==> src/hdl/lppg_pkg.sv <==
// shared types, mode codes and brightness table for the led pattern pwm generator
`timescale 1ns / 1ps

package lppg_pkg;

  typedef logic [2:0]  mode_t;
  typedef logic [6:0]  percent_t;
  typedef logic [9:0]  pwm_t;
  typedef logic [31:0] ms_t;

  // pattern mode codes
  localparam mode_t MODE_OFF     = 3'd0;
  localparam mode_t MODE_ON      = 3'd1;
  localparam mode_t MODE_FLASH   = 3'd2;
  localparam mode_t MODE_TOGGLE  = 3'd3;
  localparam mode_t MODE_BREATHE = 3'd4;

  // timing constants in milliseconds
  localparam ms_t FLASH_ON_MS   = 32'd50;
  localparam ms_t FLASH_OFF_MS  = 32'd2000;
  localparam ms_t TOGGLE_MS     = 32'd100;
  localparam ms_t INHALE_MS     = 32'd2000;
  localparam ms_t EXHALE_MS     = 32'd2500;
  localparam ms_t HOLD_MS       = 32'd1200;
  localparam ms_t BREATH_CYCLE_MS = INHALE_MS + EXHALE_MS + HOLD_MS;

  localparam percent_t FULL_PERCENT = 7'd100;
  localparam percent_t BREATH_FLOOR = 7'd10;
  localparam pwm_t     PWM_MAX      = 10'd1023;

  // pattern state carried between items
  typedef struct packed {
    percent_t level;
    ms_t      last_change;
  } lppg_state_t;

  // floor(2^(p/10)) - 1 for p = 0..100
  localparam pwm_t EXP_TABLE [0:100] = '{
    10'd0,   10'd0,   10'd0,   10'd0,   10'd0,   10'd0,   10'd0,   10'd0,   10'd0,   10'd0,
    10'd1,   10'd1,   10'd1,   10'd1,   10'd1,   10'd1,   10'd2,   10'd2,   10'd2,   10'd2,
    10'd3,   10'd3,   10'd3,   10'd3,   10'd4,   10'd4,   10'd5,   10'd5,   10'd5,   10'd6,
    10'd7,   10'd7,   10'd8,   10'd8,   10'd9,   10'd10,  10'd11,  10'd11,  10'd12,  10'd13,
    10'd15,  10'd16,  10'd17,  10'd18,  10'd20,  10'd21,  10'd23,  10'd24,  10'd26,  10'd28,
    10'd31,  10'd33,  10'd35,  10'd38,  10'd41,  10'd44,  10'd47,  10'd50,  10'd54,  10'd58,
    10'd63,  10'd67,  10'd72,  10'd77,  10'd83,  10'd89,  10'd96,  10'd102, 10'd110, 10'd118,
    10'd127, 10'd136, 10'd146, 10'd156, 10'd167, 10'd180, 10'd193, 10'd206, 10'd221, 10'd237,
    10'd255, 10'd273, 10'd293, 10'd314, 10'd336, 10'd361, 10'd387, 10'd414, 10'd444, 10'd476,
    10'd511, 10'd547, 10'd587, 10'd629, 10'd674, 10'd723, 10'd775, 10'd830, 10'd890, 10'd954,
    10'd1023
  };

endpackage

==> src/hdl/led_pattern_pwm_generator_top.sv <==
// top level of the led pattern pwm generator
`timescale 1ns / 1ps

// led pattern pwm generator
// - input channel (in_valid / in_ready / in_now_ms): one transfer per millisecond
//   time sample; each accepted sample yields exactly one result
// - result channel (out_valid / out_ready): out_pwm_level is the active-low pwm
//   value (1023 = dark), out_brightness_percent the linear level 0..100
// - cfg_wr_en / cfg_wr_data set the pattern mode (0 off, 1 on, 2 flash,
//   3 toggle, 4 breathing); a changed mode clears level and timestamp
// - a transferred sample lands in the input register, then the pattern step
//   fills the result register
// - throughput: one sample per cycle while out_ready holds; the pattern state is
//   updated in the same cycle that a sample moves into the result register, so
//   the next sample sees it straight away
// - when the receiver stalls the result register holds and the input register
//   still takes one more sample; after that in_ready drops until out_ready
// - reset (rst_n low, synchronous) empties both stages, sets mode off and
//   clears level and timestamp
module led_pattern_pwm_generator_top (
  input  logic                clk,
  input  logic                rst_n,
  input  logic                in_valid,
  output logic                in_ready,
  input  lppg_pkg::ms_t       in_now_ms,
  output logic                out_valid,
  input  logic                out_ready,
  output lppg_pkg::pwm_t      out_pwm_level,
  output lppg_pkg::percent_t  out_brightness_percent,
  input  logic                cfg_wr_en,
  input  lppg_pkg::mode_t     cfg_wr_data
);
  import lppg_pkg::*;

  // input register
  logic        in_vld_r;
  ms_t         now_r;
  // result register
  logic        out_vld_r;
  pwm_t        pwm_r;
  percent_t    pct_r;
  // pattern state and mode
  mode_t       mode_r;
  lppg_state_t state_r;
  lppg_state_t state_nxt;
  pwm_t        pwm_nxt;

  logic        advance;
  logic        in_xfer;

  // sample moves on when the result register is empty or being drained
  assign advance  = in_vld_r && (!out_vld_r || out_ready);
  assign in_ready = !in_vld_r || advance;
  assign in_xfer  = in_valid && in_ready;

  lppg_step u_step (
    .mode      (mode_r),
    .state_cur (state_r),
    .now_ms    (now_r),
    .state_nxt (state_nxt),
    .pwm_level (pwm_nxt)
  );

  // input stage
  always_ff @(posedge clk) begin
    if (!rst_n) begin
      in_vld_r <= 1'b0;
    end else if (in_xfer) begin
      in_vld_r <= 1'b1;
    end else if (advance) begin
      in_vld_r <= 1'b0;
    end
  end

  always_ff @(posedge clk) begin
    if (in_xfer) begin
      now_r <= in_now_ms;
    end
  end

  // result stage
  always_ff @(posedge clk) begin
    if (!rst_n) begin
      out_vld_r <= 1'b0;
    end else if (advance) begin
      out_vld_r <= 1'b1;
    end else if (out_ready) begin
      out_vld_r <= 1'b0;
    end
  end

  always_ff @(posedge clk) begin
    if (advance) begin
      pwm_r <= pwm_nxt;
      pct_r <= state_nxt.level;
    end
  end

  // mode and pattern state; the user must write the mode only while idle, the block itself does not enforce it
  always_ff @(posedge clk) begin
    if (!rst_n) begin
      mode_r  <= MODE_OFF;
      state_r <= '0;
    end else if (cfg_wr_en) begin
      if (cfg_wr_data != mode_r) begin
        mode_r  <= cfg_wr_data;
        state_r <= '0;
      end
    end else if (advance) begin
      state_r <= state_nxt;
    end
  end

  assign out_valid              = out_vld_r;
  assign out_pwm_level          = pwm_r;
  assign out_brightness_percent = pct_r;

endmodule

==> src/hdl/lppg_step.sv <==
// next pattern state and pwm level for one time sample
`timescale 1ns / 1ps

module lppg_step (
  input  lppg_pkg::mode_t       mode,
  input  lppg_pkg::lppg_state_t state_cur,
  input  lppg_pkg::ms_t         now_ms,
  output lppg_pkg::lppg_state_t state_nxt,
  output lppg_pkg::pwm_t        pwm_level
);
  import lppg_pkg::*;

  ms_t         elapsed;
  ms_t         breath_t;
  logic        breath_wrap;
  logic [11:0] up_x;
  logic [17:0] up_prod;
  percent_t    up_level;
  logic [12:0] dn_u;
  logic [11:0] dn_x;
  logic [22:0] dn_prod;
  percent_t    dn_level;
  percent_t    breath_level;
  percent_t    level_raw;
  percent_t    level_sat;
  ms_t         last_nxt;

  assign elapsed     = now_ms - state_cur.last_change;
  assign breath_wrap = (elapsed > BREATH_CYCLE_MS);
  assign breath_t    = breath_wrap ? 32'd0 : elapsed;

  // ramp up: (t + 10) / 20, done as ((t + 10) >> 2) * 205 >> 10
  assign up_x     = {1'b0, breath_t[10:0]} + 12'd10;
  assign up_prod  = {8'd0, up_x[11:2]} * 18'd205;
  assign up_level = up_prod[16:10];

  // ramp down: 100 - (t - 2000 + 12) / 25, division as * 1311 >> 15
  assign dn_u     = breath_t[12:0] - INHALE_MS[12:0];
  assign dn_x     = dn_u[11:0] + 12'd12;
  assign dn_prod  = {11'd0, dn_x} * 23'd1311;
  assign dn_level = FULL_PERCENT - dn_prod[21:15];

  always_comb begin
    if (breath_t < INHALE_MS) begin
      breath_level = up_level;
    end else if (breath_t < INHALE_MS + EXHALE_MS) begin
      breath_level = dn_level;
    end else begin
      breath_level = state_cur.level;
    end
    if (breath_level < BREATH_FLOOR) begin
      breath_level = BREATH_FLOOR;
    end
  end

  always_comb begin
    level_raw = state_cur.level;
    last_nxt  = state_cur.last_change;
    case (mode)
      MODE_OFF: begin
        level_raw = 7'd0;
      end
      MODE_ON: begin
        level_raw = FULL_PERCENT;
      end
      MODE_FLASH: begin
        if (state_cur.level == FULL_PERCENT) begin
          if (elapsed > FLASH_ON_MS) begin
            level_raw = 7'd0;
            last_nxt  = now_ms;
          end
        end else if (elapsed > FLASH_OFF_MS) begin
          level_raw = FULL_PERCENT;
          last_nxt  = now_ms;
        end
      end
      MODE_TOGGLE: begin
        if (elapsed >= TOGGLE_MS) begin
          level_raw = (state_cur.level == 7'd0) ? FULL_PERCENT : 7'd0;
          last_nxt  = now_ms;
        end
      end
      MODE_BREATHE: begin
        level_raw = breath_level;
        if (breath_wrap) begin
          last_nxt = now_ms;
        end
      end
      default: begin
        level_raw = state_cur.level;
      end
    endcase
  end

  assign level_sat = (level_raw > FULL_PERCENT) ? FULL_PERCENT : level_raw;
  assign state_nxt = {level_sat, last_nxt};
  assign pwm_level = PWM_MAX - EXP_TABLE[level_sat];

endmodule
==> config.mk <==
export PLATFORM = sky130hd
export DESIGN_NAME = led_pattern_pwm_generator_top
export DESIGN_NICKNAME = d
export VERILOG_FILES = /design/src/hdl/lppg_pkg.sv /design/src/hdl/led_pattern_pwm_generator_top.sv /design/src/hdl/lppg_step.sv
export SDC_FILE = /design/constraint.sdc
export NUM_CORES = 1
export LEC_CHECK = 0
export BUFFER_PORTS_ARGS = -buffer_cell sky130_fd_sc_hd__buf_2
export CAP_MARGIN = 20
export CORE_ASPECT_RATIO = 1.75
export CORE_MARGIN = 2
export CORE_UTILIZATION = 55
export DETAILED_ROUTE_END_ITERATION = 10
export PLACE_DENSITY_LB_ADDON = 0.1
export REMOVE_ABC_BUFFERS = 1
export SETUP_SLACK_MARGIN = 0.1
export SYNTH_ARGS = -nofsm -noshare
export SYNTH_HDL_FRONTEND = slang
export SYNTH_SLANG_ARGS = --single-unit
==> constraint.sdc <==
create_clock -name clk -period 36.2 [get_ports clk]
set_clock_uncertainty 0.05 [all_clocks]
set_input_delay 1.81 -clock clk [delete_from_list [all_inputs] [get_ports clk]]
set_output_delay 1.81 -clock clk [all_outputs]
set_load 0.005 [all_outputs]
---- Word-level counts from Yosys, hierarchy flattened ----
Memory sizes are Yosys's and may differ from the RTL's.
Cells that the tools add are included.
word-level totals
  memories kept ........................... 1
  ROM bits ................................ 1280
  input bits .............................. 40
  logic and storage cells ................. 79
  flip-flop bits (word level) ............. 93
operators by class
  add/subtract/negate cells ............... 6
  multiply operators ...................... 2
  $lt $le $gt $ge ......................... 9
  bitwise logic cells ..................... 1
  multiplexer cells ....................... 26
  reduce and logical (&&, ||, !) cells .... 15
  equal/unequal tests ..................... 11
memory list
  name              words  bits a word  rd ports  clocked after memory_dff  write ports  line             RTL
  (name not given)  128    10           1         0                         0            lppg_step.sv:97  assign pwm_level = PWM_MAX - EXP_TABLE[level_sat];
operators by type and width
  kind                    number
  $mux 32                 6
  $mux 39                 3
  $pmux 32 s3             1
  $mux 7                  9
  $pmux 7 s5              1
  $ge 32x7->1 const B     1
  $gt 32x11->1 const B    1
  $gt 32x13->1 const B    1
  $gt 32x6->1 const B     1
  $lt 32x11->1 const B    1
  $lt 32x13->1 const B    1
  $sub 32x32->32          1
  $mul 12x11->22 const B  1
  $mux 10                 2
  $mul 10x8->17 const B   1
  $add 11x4->12 const B   1
  $add 12x4->12 const B   1
  $sub 12x11->12 const B  1
  $sub 10x10->10 const A  1
  $ge 8x8->1 const B      1
  $not 7->8               1
  $eq 7x7->1 const B      1
  $gt 7x7->1 const B      1
  $logic_not 7->1         1
  other kinds (19)        30

---- Logic depth before layout (Yosys ltp) ----
Gate-level depths: netlist of run 1.
  word-level depth ........................ 19
  gate-level depth with buffers ........... 60

---- Cells and area by module ----
A second synthesis of run 1 with hierarchy kept.
unflattened totals
  cells, all modules ...................... 1734
  area total of the unflattened synthesis .. 13902.1 sq um
modules (own cells, without submodules)
  module                         area each (sq um)  cells each  instances  sequential area each (sq um)
  lppg_step                      9641.7             1342        1          0.0
  led_pattern_pwm_generator_top  4260.3             392         1          2352.3

---- Worst setup path before layout of run 1 ----
No wires, ideal clock.
  kind .................................... flip-flop to flip-flop
  from .................................... register now_r[0]
  to ...................................... register pwm_r[0], in the netlist out_pwm_level[0], data pin
  arrival time ............................ 11.682 ns
  setup time .............................. 0.274 ns
  setup slack ............................. 24.194 ns
  required time ........................... 35.876 ns
  cell stages (with the launch flop) ...... 58
  cell sequence ........................... edfxtp_1 > inv_1 > ha_1 > inv_1 > fa_1 > clkbuf_1 > a211oi_2 > o211a_1 > o21bai_1 > a21o_1 > xor2_1 > a311o_1 > or3_1 > nor2_1 > and2_0 > nand2_1 > ha_1 > clkbuf_1 > [... 22 more ...] > mux2i_1 > o211ai_1 > a211oi_1 > xnor2_1 > mux2_2 > a211oi_2 > o211ai_2 > a211oi_1 > buf_2 > a21oi_1 > or2_2 > ha_1 > clkbuf_1 > inv_1 > nand3_1 > o221ai_1 > a21oi_1 > o221ai_1
between the ends
  cells in the longest elaborated chain, start to end .. 19
  elaborated cells between the ends (all ways) .. 30
  those cells by class .................... add/sub (6); mul (2); order compare (8); mux (12); bitwise (1); memory (1)
ends and longest elaborated chain
  element                                        line                                 RTL
  start, declared                                led_pattern_pwm_generator_top.sv:37  ms_t now_r;
  start signal, assigned                         led_pattern_pwm_generator_top.sv:77  now_r <= in_now_ms;
  $sub 32x32->32 *                               lppg_step.sv:28                      assign elapsed = now_ms - state_cur.last_change;
  $gt 32x13->1                                   lppg_step.sv:29                      assign breath_wrap = (elapsed > BREATH_CYCLE_MS);
  $mux 32                                        lppg_step.sv:30                      assign breath_t = breath_wrap ? 32'd0 : elapsed;
  $sub 12x11->12                                 lppg_step.sv:38                      assign dn_u = breath_t[12:0] - INHALE_MS[12:0];
  $add 12x4->12                                  lppg_step.sv:39                      assign dn_x = dn_u[11:0] + 12'd12;
  $mul 12x11->22                                 lppg_step.sv:40                      assign dn_prod = {11'd0, dn_x} * 23'd1311;
  $sub 7x7->7                                    lppg_step.sv:41                      assign dn_level = FULL_PERCENT - dn_prod[21:15];
  $mux 7                                         lppg_step.sv:46                      end else if (breath_t < INHALE_MS + EXHALE_MS) begin
  [... 3 more ...]                               -
  $pmux 7 s5 *                                   lppg_step.sv:59                      case (mode)
  $gt 7x7->1                                     lppg_step.sv:95                      assign level_sat = (level_raw > FULL_PERCENT) ? FULL_PERCENT : level_raw;
  $mux 7 *                                       lppg_step.sv:95
  $not 7->8 (not written as such) *              lppg_step.sv:97
  $mem_v2 128x10 *                               -
  $mux 10 (not written as such) * (2 in series)  lppg_step.sv:97
  $sub 10x10->10 *                               lppg_step.sv:97
  named net pwm_nxt[0]                           led_pattern_pwm_generator_top.sv:46  pwm_t pwm_nxt;
  end signal, assigned                           led_pattern_pwm_generator_top.sv:94  pwm_r <= pwm_nxt;
  end, declared                                  led_pattern_pwm_generator_top.sv:40  pwm_t pwm_r;
Mark *: on every way through the listed nets, which the timed path passes. The rest lies on a longest branch. The select of a mux whose other input is x is not followed.
A chain may end at the register's enable or synchronous reset.

==> results of run 1 <==
-- layer usage --
metal | vias up | track usage, % | part of all wire (%)
met4 | 0 | 16.7 | 5.7
met5 | - | 0 | 0
met1 | 5555 | 32.5 | 37
li1 | 5538 | - | -
met2 | 377 | 58.3 | 53
met3 | 112 | 2.94 | 3.7
-- report_power, final --
group	switching (W)	internal, W	leakage, nW
combinational	0.0000542	0.0000279	4.77
sequential	0.00000254	0.000115	0.806
clock	0.0000443	0.0000561	0.154
total	0.000101	0.000199	5.73
-- synth_stat cells (all sizes together), types with 24 or more instances --
library cell | count | area share, %
nor3 | 38 | 1.6
o21ai | 71 | 2.9
inv | 174 | 5.2
fa | 50 | 8.0
ha | 172 | 17
o211ai | 27 | 1.7
a21oi | 101 | 4.2
nand3 | 69 | 2.8
a21boi | 40 | 2.4
and2 | 25 | 1.3
dfxtp | 44 | 7.0
clkbuf | 49 | 1.5
nor2 | 84 | 2.5
xnor2 | 41 | 2.9
buf | 24 | 1.0
edfxtp | 49 | 12
nand2 | 118 | 3.6
-- through the flow --
step                      area (um^2)  util, %  hold slack, ns  std cells
after floorplan                 12200        -           0.404       1451
after global placement          13000     57.4           0.413       1818
after detailed placement        13000     57.4           0.420       1818
after CTS                       13300     58.8           0.430       1834
after global routing            13300     58.8           0.458       1835
final                           13300     58.8           0.426       1835
-- registers in the layout, summed over array words and instances, names as in the netlist --
| register | count |
|---|---|
| out_brightness_percent | 7 |
| out_valid | 1 |
| now_r | 32 |
| state_r | 39 |
| in_vld_r | 1 |
| mode_r | 3 |
| out_pwm_level | 10 |
-- path summary, 6_finish.rpt --
kind / startpoint / endpoint / slack (ns) / depth (start not counted)
max: now_r[0] / out_pwm_level[2] / 21.85 / 52
min: state_r[13] / state_r[13] / 0.43 / 2
max reg2reg: now_r[0] / out_pwm_level[2] / 21.85 / 52
min reg2reg: state_r[13] / state_r[13] / 0.43 / 2
-- cell families after synthesis --
logic type | Yosys count | synth area share, %
xor gates and xnor gates | 64 | 4.48
muxes | 15 | 1.24
AOI/OAI and AO/OA | 431 | 24.5
DFF | 93 | 18.8
and+or+nand+nor | 451 | 18.1
adders and majority gates | 222 | 25.2
buffers and inverters | 248 | 7.73
-- final cells by class --
type | count | area, um^2 | share of cell area (%)
well taps | 300 | 375 | 2.83
flip-flops and latches | 93 | 2350 | 17.7
repair buffers | 68 | 363 | 2.73
clock buffers | 10 | 239 | 1.80
multi-input cells | 1183 | 9220 | 69.5
clock inverters | 6 | 67.6 | 0.509
inverters | 175 | 657 | 4.95
-- worst min-delay path, cell delays in order, from the launching register on --
cell and delay [ns]:
dfxtp_1 0.31, nand3_1 0.05, a21boi_0 0.07
==> results.yml, run 1 <==
flow_run:
  cap_violations: 0
drt:
  vias: 11600
  wl_um: 36200
  firstDrtPassIters: 7
  drtIter0Drc: 845
  wire_per_inst_um: 19.8
  drcViolationCount: 0
  viasPerCell: 6.31
  ant_nets: 0
clock_tree:
  path_clk_slew_ns: 0.07
  insertion_delay_ns: 0.37
  cts_tree: "yes"
  cts-root-buf: "clkbuf_16"
  postCtsSetupBuffers: 0
  postCtsResizedCells: 0
  cts_made_buffers: 9
  cts_hold_buf: 0
  cts_buffer_depth: 2
  clock-sinks: 93
  htree_levels: 3
cells_and_area:
  area_growth_pct: 5.96
  final_common_cell: "ha_1"
  drive_gt1_share_pct: 8.40
  layout_common_cells: "ha_1, inv_1, nand2_1"
  fill_cells: 2171
  n_antenna_cell: 0
  final_nets: 1792
setup_path:
  path_common_cell: "inv_1"
  cp_max_fo: 20
  cp.required_ns: 36.25
  slowest_stage: "xnor2_1"
  start_kind: "flip-flop"
  arrival_ns: 14.41
  crit_path_max_incr_delay_ns: 0.67
  end_kind: "flip-flop"
  criticalPathCategory: "flip-flop to flip-flop"
  critPathBufInv: 8
  path_delay_family: "compound AO/OA/AOI/OAI gates"
power:
  irDropWorstVdd_v: 0.0000396
  p_leak_nw: 5.73
  p_per_area_nw_per_um2: 22.6
  finalPower_w: 0.000300
synth:
  synthArstFlopShare_pct: 0
  avgSynthCellArea_um2: 8.22
  syn-cell-area_um2: 12500
  syn_inst: 1524
  synth_seq_cells: 93
  synth_cell_types: 96
  seq_area_frac_synth_pct: 18.8
  ys_warn_count: 0
  synth_edf_count: 49
  synth_ff_type: "edfxtp_1"
floorplanning:
  ios: 59
  die_area_um2: 24000
  rows: 73
  coreArea_um2: 22600
  die_w_um: 118
  initial_core_util_pct: 55.5
  die_y_um: 204
global_route:
  grt_pass1_vias: 11500
  grt_pass1_wl_um: 59100
  grt_overflow: 0
  antenna_found_initial: 0
  grt_usage_pct: 30.5
  grt_start_max_net_pins: 45
timing:
  setup_ws_ns: 21.85
  max-slew-margin-rel_pct: 29.8
  period_share_pct: 39.7
  max_freq_mhz: 69.7
  hold_viol: 0
  period_minus_slack_ns: 14.35
  drv_slew: 0
  tightest_slew_ns: 1.04
  rsz0062_at_grt: "false"
  finalSetupViolations: 0
  tns_ns: 0
placed_design:
  gp_congestion: 0.967
  io_buffers: 58
  dp_hpwl_um: 28700
  pre_cts_slack_ns: 21.76
worst_hold_path:
  hold_path_class: "flip-flop to flip-flop"
outcome:
  outcome: "complete, no violations"
Note: power is estimated with default switching activity, not from simulation.
==> run 2, diff against run 1 <==
- clock period: 36.2 -> 14.8 ns (I/O delays scaled with it)
==> run 2 against run 1 <==
Effect of this change:
- maximum frequency is 4.6% higher
- sequential share of layout area hardly changed
- total power is 140% higher
- routed wire length is 2.2% higher
- non-clock buffer count is 7 higher
- first-iteration DRC count is 7.2% lower
- clock power is 120% higher
- register-to-register slack worse by 21 ns
- final area is 0.19% higher
- cell count is 0.38% higher
- sequential power is 140% higher
- global-route usage is 0.74 points higher
- critical endpoint is now out_pwm_level[3]
- largest power group unchanged
==> results.yml, run 2 (synthesized netlist as in run 1, its figures left out) <==
power:
  p_comb_share_pct: 28.7
  intPower_w: 0.000467
  irDropWorstVdd_v: 0.0000816
  switching_share_pct: 34.2
  seqPwrFrac_pct: 40.7
  p_leak_nw: 5.74
  p_clk_share_pct: 30.6
  p_per_area_nw_per_um2: 53.4
  power_switching_w: 0.000243
timing:
  tns_ns: 0
  tightest_slew_ns: 0.981
  max-slew-margin-rel_pct: 33.6
  timing.hold.ws_ns: 0.426
  setup_ws_ns: 1.08
  rsz0062_at_grt: "false"
  max_freq_mhz: 72.9
  drv_slew: 0
  hold_viol: 0
  period_share_pct: 92.7
  finalSetupViolations: 0
  period_minus_slack_ns: 13.72
drt:
  firstDrtPassIters: 6
  met1Wirelength_um: 13800
  wl_met2_um: 19800
  wl_um: 37000
  maxUsedRoutingLayer: "met4"
  viasPerCell: 6.25
  drtIter0Drc: 784
  drcViolationCount: 0
  ant_nets: 0
  met3_length_um: 1220
  wire_per_inst_um: 20.1
  vias: 11500
cells_and_area:
  final_common_cell: "ha_1"
  fin_util_pct: 58.9
  final_area_um2: 13300
  area_growth_pct: 6.16
  final_nets: 1799
  regMostFlops: "state_r"
  drive_gt1_share_pct: 8.88
  largest_reg_flops: 39
  layout_common_cells: "ha_1, inv_1, nand2_1"
  n_antenna_cell: 0
placed_design:
  pre_cts_slack_ns: 0.908
  dp_hpwl_um: 29600
  gp_congestion: 0.985
  dpl-instance-area_um2: 13000
  io_buffers: 58
global_route:
  grt_pass1_wl_um: 60100
  grt_overflow: 0
  antenna_found_initial: 0
  grt_usage_pct: 31.3
  grt_start_max_net_pins: 45
  grt_pass1_vias: 11700
clock_tree:
  cts_tree: "yes"
  clock-sinks: 93
  postCtsSetupBuffers: 0
  cts-root-buf: "clkbuf_16"
  cts_buffer_depth: 2
  path_clk_slew_ns: 0.07
  cts_made_buffers: 9
  htree_levels: 3
  postCtsResizedCells: 0
  cts_hold_buf: 0
  insertion_delay_ns: 0.36
setup_path:
  start_kind: "flip-flop"
  criticalPathCategory: "flip-flop to flip-flop"
  cp.required_ns: 14.98
  cp_max_fo: 20
  arrival_ns: 13.90
  end_kind: "flip-flop"
  crit_path_max_incr_delay_ns: 0.73
  slowest_stage: "xnor2_1"
  path_common_cell: "inv_1"
floorplanning:
  die_y_um: 204
  initial_core_util_pct: 55.5
  ios: 59
  die_w_um: 118
  die_area_um2: 24000
  rows: 73
  coreArea_um2: 22600
flow_run:
  cap_violations: 0
outcome:
  outcome: "complete, no violations"
worst_hold_path:
  hold_path_class: "flip-flop to flip-flop"
run 2: changes by cell type in the layout (fill, tap and decap cells not counted), sizes merged:
cell / delta
buf: +7
inv: -4
clkinv: +2
clkinvlp: +2
bufinv: -1
clkbuf: +1
run 2: layout make-up:
| type | instances | area (um^2) |
|---|---|---|
| Multi-Input combinational cell | 1183 | 9220 |
| Clock buffer | 11 | 233 |
| Clock inverter | 5 | 37.5 |
| Tap cell | 300 | 375 |
| Inverter | 175 | 657 |
| Fill cell | 2172 | 9260 |
| Sequential cell | 93 | 2350 |
| Timing Repair Buffer | 75 | 418 |
run 2: final timing paths:
path | cells after the start | startpoint | slack (ns) | endpoint
min | 2 | state_r[27] | 0.43 | state_r[27]
max | 53 | now_r[0] | 1.08 | out_pwm_level[3]
max reg2reg | 53 | now_r[0] | 1.08 | out_pwm_level[3]
min reg2reg | 2 | state_r[27] | 0.43 | state_r[27]
run 2: power groups by stage:
stage	clock, W	combinational [W]	sequential [W]
4_1_cts	0.000223	0.000200	0.000289
3_3_place_gp	0	0.000199	0.000294
5_1_grt	0.000230	0.000222	0.000290
3_5_place_dp	0	0.000199	0.000294
2_1_floorplan	0	0.000136	0.000293
6_report	0.000217	0.000203	0.000289
run 2: per-layer routing:
metal / GRT usage (%) / vias to the layer above
li1: - / 5545
met1: 32.7 / 5484
met2: 59.8 / 375
met3: 3.30 / 109
met4: 17.7 / 0
met5: 0 / -
run 2: per-stage QoR:
step                      power (W)  cells
after floorplan            0.000429   1451
after global placement     0.000494   1826
after detailed placement   0.000493   1826
after CTS                  0.000712   1842
after global routing       0.000742   1842
final                      0.000709   1842
run 2: worst max-delay path: cells and delay by family (launching register included):
kind / cells / cell delay (ns)
and+or+nand+nor: 8 / 1.84
xor gates and xnor gates: 5 / 1.39
adders and majority gates: 11 / 3.69
AOI/OAI and AO/OA: 18 / 4.66
buffers and inverters: 9 / 0.90
DFF: 1 / 0.39
muxes: 2 / 0.66
==> run 3, diff against run 2 <==
- TNS_END_PERCENT: unset -> 5
- clock period: 14.8 -> 11.8 ns (I/O delays scaled with it)
==> run 3 against run 2 <==
Effect of this change:
- non-clock buffer count up 115
- clock power up 46%
- critical path depth up 3
- combinational power up 43%
- largest power group unchanged
- sequential power up 25%
- sequential cell count unchanged
- register-to-register slack worse by 0.73 ns
- largest cell class unchanged
- via count up 4.2%
- first-iteration DRC count up 3.1%
- final area up 9.6%
==> results.yml, run 3 (synthesized netlist as in run 1, its figures left out) <==
drt:
  firstDrtPassIters: 6
  wire_per_inst_um: 19.6
  vias: 12000
  viasPerCell: 6.13
  drcViolationCount: 0
  wl_um: 38400
  ant_nets: 0
  drtIter0Drc: 808
floorplanning:
  rows: 73
  initial_core_util_pct: 55.5
  coreArea_um2: 22600
  die_area_um2: 24000
  ios: 59
  die_y_um: 204
  die_w_um: 118
power:
  p_per_area_nw_per_um2: 66.5
  p_leak_nw: 6.36
  finalPower_w: 0.000970
  irDropWorstVdd_v: 0.000115
cells_and_area:
  final_nets: 1914
  layout_common_cells: "inv_1, ha_1, buf_4"
  fin_util_pct: 64.6
  largest_reg_flops: 39
  final_area_um2: 14600
  drive_gt1_share_pct: 18.5
  final_common_cell: "inv_1"
  n_antenna_cell: 0
  finalNonFillerCells: 1957
  regMostFlops: "state_r"
  area_growth_pct: 16.4
placed_design:
  dpl.cell_count: 1928
  gp_congestion: 0.995
  io_buffers: 58
  dp_hpwl_um: 30600
  dpl-instance-area_um2: 13800
flow_run:
  cap_violations: 0
clock_tree:
  insertion_delay_ns: 0.37
  clock-sinks: 93
  cts_tree: "yes"
  htree_levels: 3
  cts_buffer_depth: 2
  path_clk_slew_ns: 0.08
  cts-root-buf: "clkbuf_16"
  cts_made_buffers: 9
setup_path:
  path_common_cell: "inv_1"
  start_kind: "flip-flop"
  arrival_ns: 11.65
  cp_max_fo: 7
  slowest_stage: "fa_1"
  crit_path_max_incr_delay_ns: 0.53
  cp.required_ns: 12.00
  end_kind: "flip-flop"
  criticalPathCategory: "flip-flop to flip-flop"
global_route:
  antenna_found_initial: 1
  grt_start_max_net_pins: 45
  grt_pass1_wl_um: 61200
  grt_usage_pct: 31.9
  grt_pass1_vias: 12100
  grt_overflow: 0
timing:
  finalSetupViolations: 0
  rsz0062_at_grt: "true"
  tightest_slew_ns: 1.05
  hold_viol: 0
  max-slew-margin-rel_pct: 28.8
  tns_ns: 0
  period_share_pct: 97.1
  drv_slew: 0
  max_freq_mhz: 87.3
  period_minus_slack_ns: 11.45
outcome:
  outcome: "complete, no violations"
worst_hold_path:
  hold_path_class: "primary input to flip-flop"
## run 3: critical path, delay by kind of cell (launching register included)
kind	cells	cell delay (ns)
xor gates and xnor gates	4	0.74
DFF	1	0.39
adders and majority gates	11	3.32
buffers and inverters	10	0.90
and+or+nand+nor	11	1.80
AOI/OAI and AO/OA	18	3.57
muxes	2	0.55
## run 3: cell type report
class,instances,area [um^2]
Clock buffer,12,268
Clock inverter,4,53.8
Fill cell,2043,7980
Inverter,175,657
Multi-Input combinational cell,1183,9580
Sequential cell,93,2350
Tap cell,300,375
Timing Repair Buffer,190,1290
## run 3: final timing paths
kind	from	to	slack, ns	cells after the start
max reg2reg	now_r[0]	out_pwm_level[3]	0.35	56
min	in_now_ms[4]	now_r[4]	0.34	1
min reg2reg	state_r[7]	state_r[7]	0.43	2
max	now_r[0]	out_pwm_level[3]	0.35	56
## run 3: timing repair
item,4_1_cts,5_1_grt
gates resized for setup,15,67
endpoints found under the setup margin,10,12
buffers inserted,4,9
pin swaps,2,32
hold buffers,0,0
hold endpoints to repair,0,0
## run 3: stage by stage
| stage | hold WS (ns) | worst slack (ns) |
|---|---|---|
| after floorplan | 0.404 | -0.332 |
| after global placement | 0.414 | -0.228 |
| after detailed placement | 0.421 | -0.381 |
| after CTS | 0.327 | 0.107 |
| after global routing | 0.333 | -0.312 |
| final | 0.340 | 0.347 |
## run 3: where the power goes
part,internal [W],switching [W],leakage (nW)
registers,0.000354,0.00000784,0.806
logic,0.000111,0.000180,5.41
clock network,0.000183,0.000133,0.150
## run 3: routing by layer
metal	track usage (%)	vias up	routed length (um)
met4	17.8	0	2080
li1	-	5789	-
met5	0	-	0
met3	3.58	138	1300
met2	61.7	344	20600
met1	32.9	5730	14400
